===== config.mk =====
export PLATFORM = sky130hd
export DESIGN_NAME = color_contrast_checker_core
export DESIGN_NICKNAME = d
export VERILOG_FILES = /design/src/ccc_pkg.sv /design/src/ccc_luma_lane.sv /design/src/ccc_merge.sv /design/src/color_contrast_checker_core.sv
export SDC_FILE = /design/constraint.sdc
export NUM_CORES = 2
export LEC_CHECK = 0
export BUFFER_PORTS_ARGS = -buffer_cell sky130_fd_sc_hd__clkbuf_2
export CAP_MARGIN = 30
export CORE_MARGIN = 5
export CORE_UTILIZATION = 45
export DETAILED_ROUTE_END_ITERATION = 8
export GPL_TIMING_DRIVEN = 0
export HOLD_SLACK_MARGIN = 0.08
export PLACE_DENSITY = 0.63
export SETUP_SLACK_MARGIN = 0.1
export SKIP_CTS_REPAIR_TIMING = 1
export SYNTH_ARGS = -nofsm -noshare
export SYNTH_HDL_FRONTEND = slang
export SYNTH_SLANG_ARGS = --single-unit
export TNS_END_PERCENT = 20

===== constraint.sdc =====
create_clock -name clk -period 14.7 [get_ports clk]
set_input_delay 2.205 -clock clk [delete_from_list [all_inputs] [get_ports clk]]
set_output_delay 2.205 -clock clk [all_outputs]
set_load 0.05 [all_outputs]

===== src/ccc_pkg.sv =====
// Shared types and constants for the color contrast checker.
// Holds the sRGB-to-linear table, built at elaboration by an exact rational search.
// No dependencies.
`timescale 1ns / 1ps

package ccc_pkg;

  localparam int unsigned LUMA_BITS = 16;
  localparam int unsigned PIPE_DEPTH = 5;
  localparam int unsigned BIG_W = 320;
  localparam int unsigned PROD_W = LUMA_BITS + 16;
  localparam int unsigned SUM_W = PROD_W + 2;
  localparam int unsigned CMP_W = LUMA_BITS + 9;

  localparam logic [7:0] RATIO_RESET = 8'd45;

  localparam logic [15:0] W_RED = 16'd13933;
  localparam logic [15:0] W_GREEN = 16'd46871;
  localparam logic [15:0] W_BLUE = 16'd4732;

  localparam longint unsigned LIN_SCALE = (64'd1 << LUMA_BITS) - 64'd1;

  typedef logic [LUMA_BITS-1:0] lin_t;
  typedef lin_t lin_tab_t [256];
  typedef logic [BIG_W-1:0] big_t;

  // round(0.05 * 2^LUMA_BITS)
  localparam lin_t LUMA_OFF = lin_t'(((64'd1 << LUMA_BITS) + 64'd10) / 64'd20);

  function automatic big_t big_pow(big_t base, int unsigned n);
    big_t acc;
    acc = big_t'(1);
    for (int unsigned i = 0; i < n; i++) begin
      acc = acc * base;
    end
    return acc;
  endfunction

  // For c > 10: largest k with (2k-1)^5 * 10761^12 <= (2*scale)^5 * (40c+561)^12,
  // i.e. round-half-up of scale * ((c/255 + 0.055)/1.055)^2.4.
  function automatic lin_t lin_entry(int unsigned c);
    big_t den;
    big_t rhs;
    big_t lhs;
    longint unsigned lo;
    longint unsigned hi;
    longint unsigned mid;
    longint unsigned best;
    longint unsigned num;
    if (c <= 10) begin
      num = 64'd20 * longint'(c) * LIN_SCALE + 64'd32946;
      return lin_t'(num / 64'd65892);
    end
    den = big_pow(big_t'(10761), 12);
    rhs = big_pow(big_t'(2 * LIN_SCALE), 5) * big_pow(big_t'(40 * c + 561), 12);
    lo = 1;
    hi = LIN_SCALE;
    best = 0;
    while (lo <= hi) begin
      mid = lo + ((hi - lo) >> 1);
      lhs = den * big_pow(big_t'(2 * mid - 1), 5);
      if (lhs <= rhs) begin
        best = mid;
        lo = mid + 1;
      end else begin
        hi = mid - 1;
      end
    end
    return lin_t'(best);
  endfunction

  function automatic lin_tab_t build_lin_tab();
    lin_tab_t tab;
    for (int unsigned c = 0; c < 256; c++) begin
      tab[c] = lin_entry(c);
    end
    return tab;
  endfunction

  localparam lin_tab_t LIN_TAB = build_lin_tab();

  // Internal luminance to Q0.16: shift left or right by the width difference.
  function automatic logic [15:0] to_q16(lin_t v);
    logic [LUMA_BITS+15:0] wide;
    wide = {v, 16'b0} >> LUMA_BITS;
    return wide[15:0];
  endfunction

endpackage


===== src/ccc_luma_lane.sv =====
// One luminance lane: table lookup, weighted products, sum and scale.
// Three register stages. Uses ccc_pkg.
`timescale 1ns / 1ps

module ccc_luma_lane (
  input  logic              clk,
  input  logic              en,
  input  logic [7:0]        red,
  input  logic [7:0]        green,
  input  logic [7:0]        blue,
  output ccc_pkg::lin_t     luma
);

  ccc_pkg::lin_t lin_r_r;
  ccc_pkg::lin_t lin_g_r;
  ccc_pkg::lin_t lin_b_r;
  logic [ccc_pkg::PROD_W-1:0] prod_r_r;
  logic [ccc_pkg::PROD_W-1:0] prod_g_r;
  logic [ccc_pkg::PROD_W-1:0] prod_b_r;
  logic [ccc_pkg::SUM_W-1:0]  sum;
  ccc_pkg::lin_t luma_r;

  assign sum = ccc_pkg::SUM_W'(prod_r_r) + ccc_pkg::SUM_W'(prod_g_r)
             + ccc_pkg::SUM_W'(prod_b_r);

  always_ff @(posedge clk) begin
    if (en) begin
      lin_r_r  <= ccc_pkg::LIN_TAB[red];
      lin_g_r  <= ccc_pkg::LIN_TAB[green];
      lin_b_r  <= ccc_pkg::LIN_TAB[blue];
      prod_r_r <= ccc_pkg::PROD_W'(lin_r_r) * ccc_pkg::PROD_W'(ccc_pkg::W_RED);
      prod_g_r <= ccc_pkg::PROD_W'(lin_g_r) * ccc_pkg::PROD_W'(ccc_pkg::W_GREEN);
      prod_b_r <= ccc_pkg::PROD_W'(lin_b_r) * ccc_pkg::PROD_W'(ccc_pkg::W_BLUE);
      // weights sum to 2^16, so the shifted sum always fits the lane width
      luma_r   <= ccc_pkg::lin_t'(sum >> 16);
    end
  end

  assign luma = luma_r;

endmodule


===== src/ccc_merge.sv =====
// Merge stage: orders the two lane luminances and tests the contrast ratio.
// Two register stages, the second is the output register. Uses ccc_pkg.
`timescale 1ns / 1ps

module ccc_merge (
  input  logic              clk,
  input  logic              en,
  input  ccc_pkg::lin_t     bg_luma,
  input  ccc_pkg::lin_t     fg_luma,
  input  logic [7:0]        ratio,
  output logic              passes,
  output logic [15:0]       bg_q16,
  output logic [15:0]       fg_q16
);

  logic [ccc_pkg::LUMA_BITS:0] hi_sum_r;
  logic [ccc_pkg::LUMA_BITS:0] lo_sum_r;
  ccc_pkg::lin_t bg_d_r;
  ccc_pkg::lin_t fg_d_r;
  ccc_pkg::lin_t hi_l;
  ccc_pkg::lin_t lo_l;
  logic [ccc_pkg::CMP_W-1:0] lhs;
  logic [ccc_pkg::CMP_W-1:0] rhs;
  logic passes_r;
  logic [15:0] bg_q16_r;
  logic [15:0] fg_q16_r;

  assign hi_l = (bg_luma > fg_luma) ? bg_luma : fg_luma;
  assign lo_l = (bg_luma > fg_luma) ? fg_luma : bg_luma;

  assign lhs = ccc_pkg::CMP_W'(hi_sum_r) * ccc_pkg::CMP_W'(10);
  assign rhs = ccc_pkg::CMP_W'(ratio) * ccc_pkg::CMP_W'(lo_sum_r);

  always_ff @(posedge clk) begin
    if (en) begin
      hi_sum_r <= {1'b0, hi_l} + {1'b0, ccc_pkg::LUMA_OFF};
      lo_sum_r <= {1'b0, lo_l} + {1'b0, ccc_pkg::LUMA_OFF};
      bg_d_r   <= bg_luma;
      fg_d_r   <= fg_luma;
      passes_r <= (lhs >= rhs);
      bg_q16_r <= ccc_pkg::to_q16(bg_d_r);
      fg_q16_r <= ccc_pkg::to_q16(fg_d_r);
    end
  end

  assign passes = passes_r;
  assign bg_q16 = bg_q16_r;
  assign fg_q16 = fg_q16_r;

endmodule


===== src/color_contrast_checker_core.sv =====
// Top level of the color contrast checker.
// Instantiates two ccc_luma_lane lanes and ccc_merge; uses ccc_pkg.
`timescale 1ns / 1ps

// Usage:
//   Input stream: one item is a background and a foreground sRGB color,
//   8 bits per channel. Output stream: one item per input, with the pass
//   flag and both relative luminances in Q0.16.
//   Config: cfg_wr_en writes cfg_wr_data as the minimum ratio in tenths
//   (45 = 4.5:1). Write it only while no items are in flight.
//   Pipeline: 3 lane stages (table lookup, weighted multiply, sum) and
//   2 merge stages (order and offset, ratio compare into the output
//   register) lie between input accept and output valid.
//   Throughput: one item per cycle unless stalled; the two color lanes run in
//   parallel and every stage is a single register, so a new item enters each cycle.
//   Stall: all stages advance together whenever the output register is empty
//   or being taken; when the receiver holds tready low with a valid item
//   waiting, in_tready drops and everything holds, empty slots included.
//   Reset: rst_n low clears all valid flags and loads the ratio 4.5:1.
//   The linear table is a constant ROM, no clearing pass is needed.

module color_contrast_checker_core (
  input  logic        clk,
  input  logic        rst_n,
  // fields from bit 0: bg_red, bg_green, bg_blue, fg_red, fg_green, fg_blue
  input  logic [47:0] in_tdata,
  input  logic        in_tvalid,
  output logic        in_tready,
  // fields from bit 0: passes, bg_luminance, fg_luminance, zero pad
  output logic [39:0] out_tdata,
  output logic        out_tvalid,
  input  logic        out_tready,
  input  logic        cfg_wr_en,
  input  logic [7:0]  cfg_wr_data
);

  logic [ccc_pkg::PIPE_DEPTH-1:0] vld_r;
  logic [7:0] ratio_r;
  logic en;
  ccc_pkg::lin_t bg_luma;
  ccc_pkg::lin_t fg_luma;
  logic passes;
  logic [15:0] bg_q16;
  logic [15:0] fg_q16;

  assign en = !vld_r[ccc_pkg::PIPE_DEPTH-1] || out_tready;
  assign in_tready = en;

  always_ff @(posedge clk) begin
    if (!rst_n) begin
      vld_r <= '0;
    end else if (en) begin
      vld_r <= {vld_r[ccc_pkg::PIPE_DEPTH-2:0], in_tvalid};
    end
  end

  always_ff @(posedge clk) begin
    if (!rst_n) begin
      ratio_r <= ccc_pkg::RATIO_RESET;
    end else if (cfg_wr_en) begin
      ratio_r <= cfg_wr_data;
    end
  end

  ccc_luma_lane u_bg_lane (
    .clk   (clk),
    .en    (en),
    .red   (in_tdata[7:0]),
    .green (in_tdata[15:8]),
    .blue  (in_tdata[23:16]),
    .luma  (bg_luma)
  );

  ccc_luma_lane u_fg_lane (
    .clk   (clk),
    .en    (en),
    .red   (in_tdata[31:24]),
    .green (in_tdata[39:32]),
    .blue  (in_tdata[47:40]),
    .luma  (fg_luma)
  );

  ccc_merge u_merge (
    .clk     (clk),
    .en      (en),
    .bg_luma (bg_luma),
    .fg_luma (fg_luma),
    .ratio   (ratio_r),
    .passes  (passes),
    .bg_q16  (bg_q16),
    .fg_q16  (fg_q16)
  );

  assign out_tvalid = vld_r[ccc_pkg::PIPE_DEPTH-1];
  assign out_tdata  = {7'b0, fg_q16, bg_q16, passes};

endmodule


== After elaboration in Yosys (flattened, before gate mapping) ==
Memory sizes are Yosys's and may differ from the RTL's. A register that Yosys moved wholly into a read port is not among the register bits.
Index checks and enable logic that the tools add are counted.
Operators by class
  div/mod/pow operators: 0
  multiply operators: 8
  $lt $le $gt $ge: 2
  $add $sub $neg: 6
  shift operators: 0
  mux-type cells: 2
  eq/ne operators: 0
  reductions and logical operators: 2
  bitwise operators: 6
Operators with widths (number)
  30-bit by 32-bit adder with 32-bit output: 2
  32-bit by 29-bit adder with 32-bit output: 2
  16-bit by 16-bit multiplier with 32-bit output, second input constant: 2
  16-bit by 14-bit multiplier with 30-bit output, second input constant: 2
  16-bit by 11-bit multiplier with 27-bit output, second input constant: 2
  8-bit NOT with 9-bit output: 6
  16-bit by 12-bit adder with 17-bit output, second input constant: 2
  16-bit 2-to-1 mux: 2
  21-bit by 25-bit >= comparator with 1-bit output: 1
  8-bit by 17-bit multiplier with 25-bit output: 1
  17-bit by 3-bit multiplier with 20-bit output, second input constant: 1
  16-bit > comparator: 1
  1-bit zero test: 1
  1-bit logical OR: 1
Storage, ports and cells
  ROM bits: 24576
  memories: 6
  bits in latches: 0
  input bits: 61
  register bits after elaboration: 322
  bits in writable memories: 0
Memory list
  (no name shown): words 256, bits a word 16, read ports 1, clocked after memory_dff 1, write ports 0, line ccc_luma_lane.sv:29  | lin_g_r <= ccc_pkg::LIN_TAB[green];
  (no name shown): words 256, bits a word 16, read ports 1, clocked after memory_dff 1, write ports 0, line ccc_luma_lane.sv:30  | lin_b_r <= ccc_pkg::LIN_TAB[blue];
  (no name shown): words 256, bits a word 16, read ports 1, clocked after memory_dff 1, write ports 0, line ccc_luma_lane.sv:28  | lin_r_r <= ccc_pkg::LIN_TAB[red];
  (no name shown): words 256, bits a word 16, read ports 1, clocked after memory_dff 1, write ports 0, line ccc_luma_lane.sv:28
  (no name shown): words 256, bits a word 16, read ports 1, clocked after memory_dff 1, write ports 0, line ccc_luma_lane.sv:29
  (no name shown): words 256, bits a word 16, read ports 1, clocked after memory_dff 1, write ports 0, line ccc_luma_lane.sv:30

== Logic depth before layout (Yosys ltp) ==
  word-level depth: 3
  mapped depth: 28

== Modules after synthesis ==
From an unflattened synthesis, not the netlist that was laid out.
Second synthesis, totals
  cell total of the unflattened synthesis: 9223
  area, all modules: 76149.3 um2
By module, submodules not included
  ccc_luma_lane (u_fg_lane): instances 1, cells each 4077, seq. area each 4594.4 um2, area an instance 32901.6 um2
  ccc_luma_lane (u_bg_lane): instances 1, cells each 4072, seq. area each 4594.4 um2, area an instance 32424.8 um2
  ccc_merge: instances 1, cells each 1021, seq. area each 2972.9 um2, area an instance 10266.1 um2
  color_contrast_checker_core: instances 1, cells each 53, seq. area each 260.2 um2, area an instance 556.8 um2

== Worst setup path after synthesis ==
OpenSTA, ideal clock, no wires.
  kind: input to output
  start: input out_tready
  end: output in_tready
  buffers on the path: 0
  data required time: 12.495 ns
  cell stages on the path: 2
  path slack: 2.058 ns
  data arrival time: 10.437 ns
  path through: nor2b_1 > inv_1
On the way
  cells in the longest elaborated chain, start to end: 1
RTL lines
  start: declaration: line color_contrast_checker_core.sv:32  | input logic out_tready,
  1-bit logical OR: line color_contrast_checker_core.sv:46  | assign en = !vld_r[ccc_pkg::PIPE_DEPTH-1] || out_tready;
  end: declaration: line color_contrast_checker_core.sv:28  | output logic in_tready,
Every way passes these cells.

== Worst setup path after layout ==
  start: register ratio_r[2]
  end: register u_merge.passes_r (netlist: u_merge.passes) (data pin)
On the way
  cells in the longest elaborated chain, start to end: 2
RTL lines
  start: declaration: line color_contrast_checker_core.sv:38  | logic [7:0] ratio_r;
  start signal: assignment: line color_contrast_checker_core.sv:59  | ratio_r <= ccc_pkg::RATIO_RESET;
  start signal: assignment: line color_contrast_checker_core.sv:61  | ratio_r <= cfg_wr_data;
  8-bit by 17-bit multiplier with 25-bit output: line ccc_merge.sv:32  | assign rhs = ccc_pkg::CMP_W'(ratio) * ccc_pkg::CMP_W'(lo_sum_r);
  21-bit by 25-bit >= comparator with 1-bit output: line ccc_merge.sv:40  | passes_r <= (lhs >= rhs);
  end signal: assignment: line ccc_merge.sv:40
  end: declaration: line ccc_merge.sv:24  | logic passes_r;
Every way passes these cells.
A chain may end at the register's enable or synchronous reset.

==> metrics.cfg <==
[outcome]
outcome=finished with violations
violations=DRC

[floorplan]
die-height_um=415
start_util_pct=45.3
rows=148
die-area_mm2=0.172
core_mm2=0.163
io_pins=103
fp.dieW_um=415

[cts]
cts_root_buf=clkbuf_16
ctsHtreeMaxLevel=2
cts_tree=yes
clkTransAtPathRegs_ns=0.06
clkLatencyLatePin_ns=0.65
clk_path_buf_depth=3
clock-sinks=418
numCtsBuffers=49

[worst_setup_path]
crit_required_ns=15.06
crit_path_end_kind=flop
cp_max_fo=10
start_kind=flop
crit_type=reg2reg
cp.arrival_ns=8.15

[global_routing]
grt_pass1_vias=81800
grt_max_degree=147
antenna_found_initial=16
grt-ovfl-total=0
grt_pass1_wl_mm=556
grt_usage_pct=43.1

[timing]
slew_headroom_pct=20.5
fin_skew_ns=0.0467
period_needed_ns=7.79
holdWs_ns=0.399
timing_worst_slew_pin_value_ns=1.18
setup_ws_ns=6.91
fin_setup_tns_ns=0
setup_viol=0
fmax_mhz=128
finalMaxSlewViolations=0
rsz0062_at_grt=no
finalHoldViolCount=0
min_period_over_period_pct=53.0

[cells_and_area]
area_delta_synth_final_pct=7.09
nets=10700
drive_gt1_share_pct=3.20
multi_input_area_mm2=0.0555
seq_area_mm2=0.0124
final_area_mm2=0.0790
fillCellCount=15000

[placement]
place_ws_ns=7.18
place_congestion=1.11
dp_hpwl_mm=288
placed_area_mm2=0.0774
portBuffers=76

[synth]
ys_ff_latch=418
synth_most_common_cell=ha_1
yosys.area.top_type=fa_1
synth_edf_count=405
yosysWarnings=0
synthDistinctLibCells=89
synthTopCellsByCount=941 x ha_1, 929 x inv_1, 840 x nand2_1
postSynthAreaPerCell_um2=8.29
yosys.area.top_type_share_pct=17.4
syn_area_mm2=0.0738
synth_cells=8904
async_flop_share_pct=0
yosysSeqAreaShare_pct=16.8
synthTopCellsByArea=fa_1 17%, edfxtp_1 16%, ha_1 16%
ys.flop_type=edfxtp_1

[routing]
route.detailed.vias_per_inst=7.11
wirelength_mm=389
wl_per_cell_um=34.4
ant_nets=0
drc=27
drt_pass1_iterations=9
drtIter0Drc=13200
vias=80300

[job]
drv_cap=0

[min_path]
hold_class=reg2reg

sequential cells by signal, indices dropped and copies added (netlist names):
| signal | cells |
|---|---|
| u_fg_lane.prod_g_r | 32 |
| u_fg_lane.lin_r_r | 16 |
| u_merge.passes | 1 |
| u_merge.fg_d_r | 16 |
| u_merge.bg_q16 | 16 |
| u_fg_lane.lin_g_r | 16 |
| u_fg_lane.prod_b_r | 27 |
| vld_r | 5 |
| u_bg_lane.prod_r_r | 30 |
| u_bg_lane.lin_r_r | 16 |
| ratio_r | 8 |
| u_fg_lane.luma | 16 |
| u_fg_lane.lin_b_r | 16 |
| u_merge.bg_d_r | 16 |
| u_bg_lane.lin_b_r | 16 |
| u_bg_lane.lin_g_r | 16 |
| u_bg_lane.prod_b_r | 27 |
| u_fg_lane.prod_r_r | 30 |
| u_bg_lane.luma | 16 |
| u_merge.lo_sum_r | 17 |
| u_merge.hi_sum_r | 17 |
| u_bg_lane.prod_g_r | 32 |
| u_merge.fg_q16 | 16 |
per-stage QoR:
| stage | util [%] | instances |
|---|---|---|
| detailed placement | 47.5 | 11200 |
| global placement | 47.2 | 11200 |
| finish | 48.5 | 11300 |
| CTS | 48.4 | 11300 |
| global route | 48.5 | 11300 |
| floorplan | - | 8910 |
path summary, 6_finish.rpt:
path	start	slack, ns	to	cells after the start
setup reg to reg	ratio_r[2]	6.91	u_merge.passes	23
hold / removal	u_merge.fg_d_r[0]	0.40	u_merge.fg_q16[0]	0
hold reg to reg	u_merge.fg_d_r[0]	0.40	u_merge.fg_q16[0]	0
setup / recovery	ratio_r[2]	6.91	u_merge.passes	23
placed cells by master, fill, tap and decap left out, types with 23 or more instances in the layout:
cell type / count
o311ai_0: 49
fa_1: 641
or3_1: 26
clkbuf_1: 483
nor2_1: 706
edfxtp_1: 405
nand3_1: 169
a2111oi_0: 25
clkbuf_2: 77
mux2i_1: 54
o31ai_1: 48
xor2_1: 64
a221oi_1: 74
nand2b_1: 69
nand2_1: 840
o21a_1: 53
o221ai_1: 36
mux4_2: 35
o211ai_1: 134
o21ai_0: 646
nor3_1: 172
a211oi_1: 206
o22ai_1: 71
o2111ai_1: 27
a21oi_1: 771
a31oi_1: 164
nor2b_1: 71
inv_1: 928
o21bai_1: 34
and3_1: 30
or2_2: 23
buf_1: 121
xnor2_1: 172
and2_1: 122
ha_1: 941
a22oi_1: 35
clkinv_1: 26
a21o_1: 71
a311oi_1: 70
clkbuf_16: 49
routing by layer:
metal | share of wire, % | wire length, µm | global-route usage [%]
met2 | 42 | 164000 | 65.1
met5 | 0.026 | 101 | 0
met1 | 36 | 139000 | 52.3
met3 | 13 | 51200 | 14.0
met4 | 8.9 | 34500 | 29.2
worst max-delay path: stages (launching register included):
cell	delay (ns)
dfxtp_1	0.55
clkbuf_1	0.50
nand2_1	0.16
fa_1	0.56
inv_1	0.05
fa_1	0.48
fa_1	0.55
fa_1	0.45
ha_1	0.39
nand4b_1	0.25
o21ai_0	0.20
o41a_1	0.41
a41o_1	0.32
a221o_1	0.32
o31ai_1	0.40
a21bo_2	0.29
ha_1	0.31
a21o_1	0.11
a21o_1	0.14
a41o_1	0.17
o2111ai_1	0.14
a21oi_1	0.15
o2111ai_1	0.12
nor3_1	0.51
logic make-up (layout without fill, tap and decap cells):
family / Yosys count / count (layout) / share of synthesized area [%]
AOI/OAI and AO/OA: 2712 / 2712 / 23.3
and+or+nand+nor: 2299 / 2299 / 13.8
adders and majority gates: 1583 / 1583 / 33.4
buffers and inverters: 1553 / 1756 / 7.95
DFF: 418 / 418 / 16.8
xor gates and xnor gates: 236 / 236 / 2.80
muxes: 102 / 102 / 2.00
other: 1 / 18 / 0.00508
layout make-up:
cell class                 count  area share, %
timing repair buffer         113           1.11
inverter                     947           4.51
sequential                   418           15.7
tap                         2175           3.44
buffer                       606           2.92
multi-input combinational   6939           70.3
antenna                       11         0.0348
clock inverter                31          0.389
clock buffer                  59           1.60
Power is left out: the tool's default activity adds up to more than one toggle a clock period on the data nets, which glitch-free logic cannot reach.
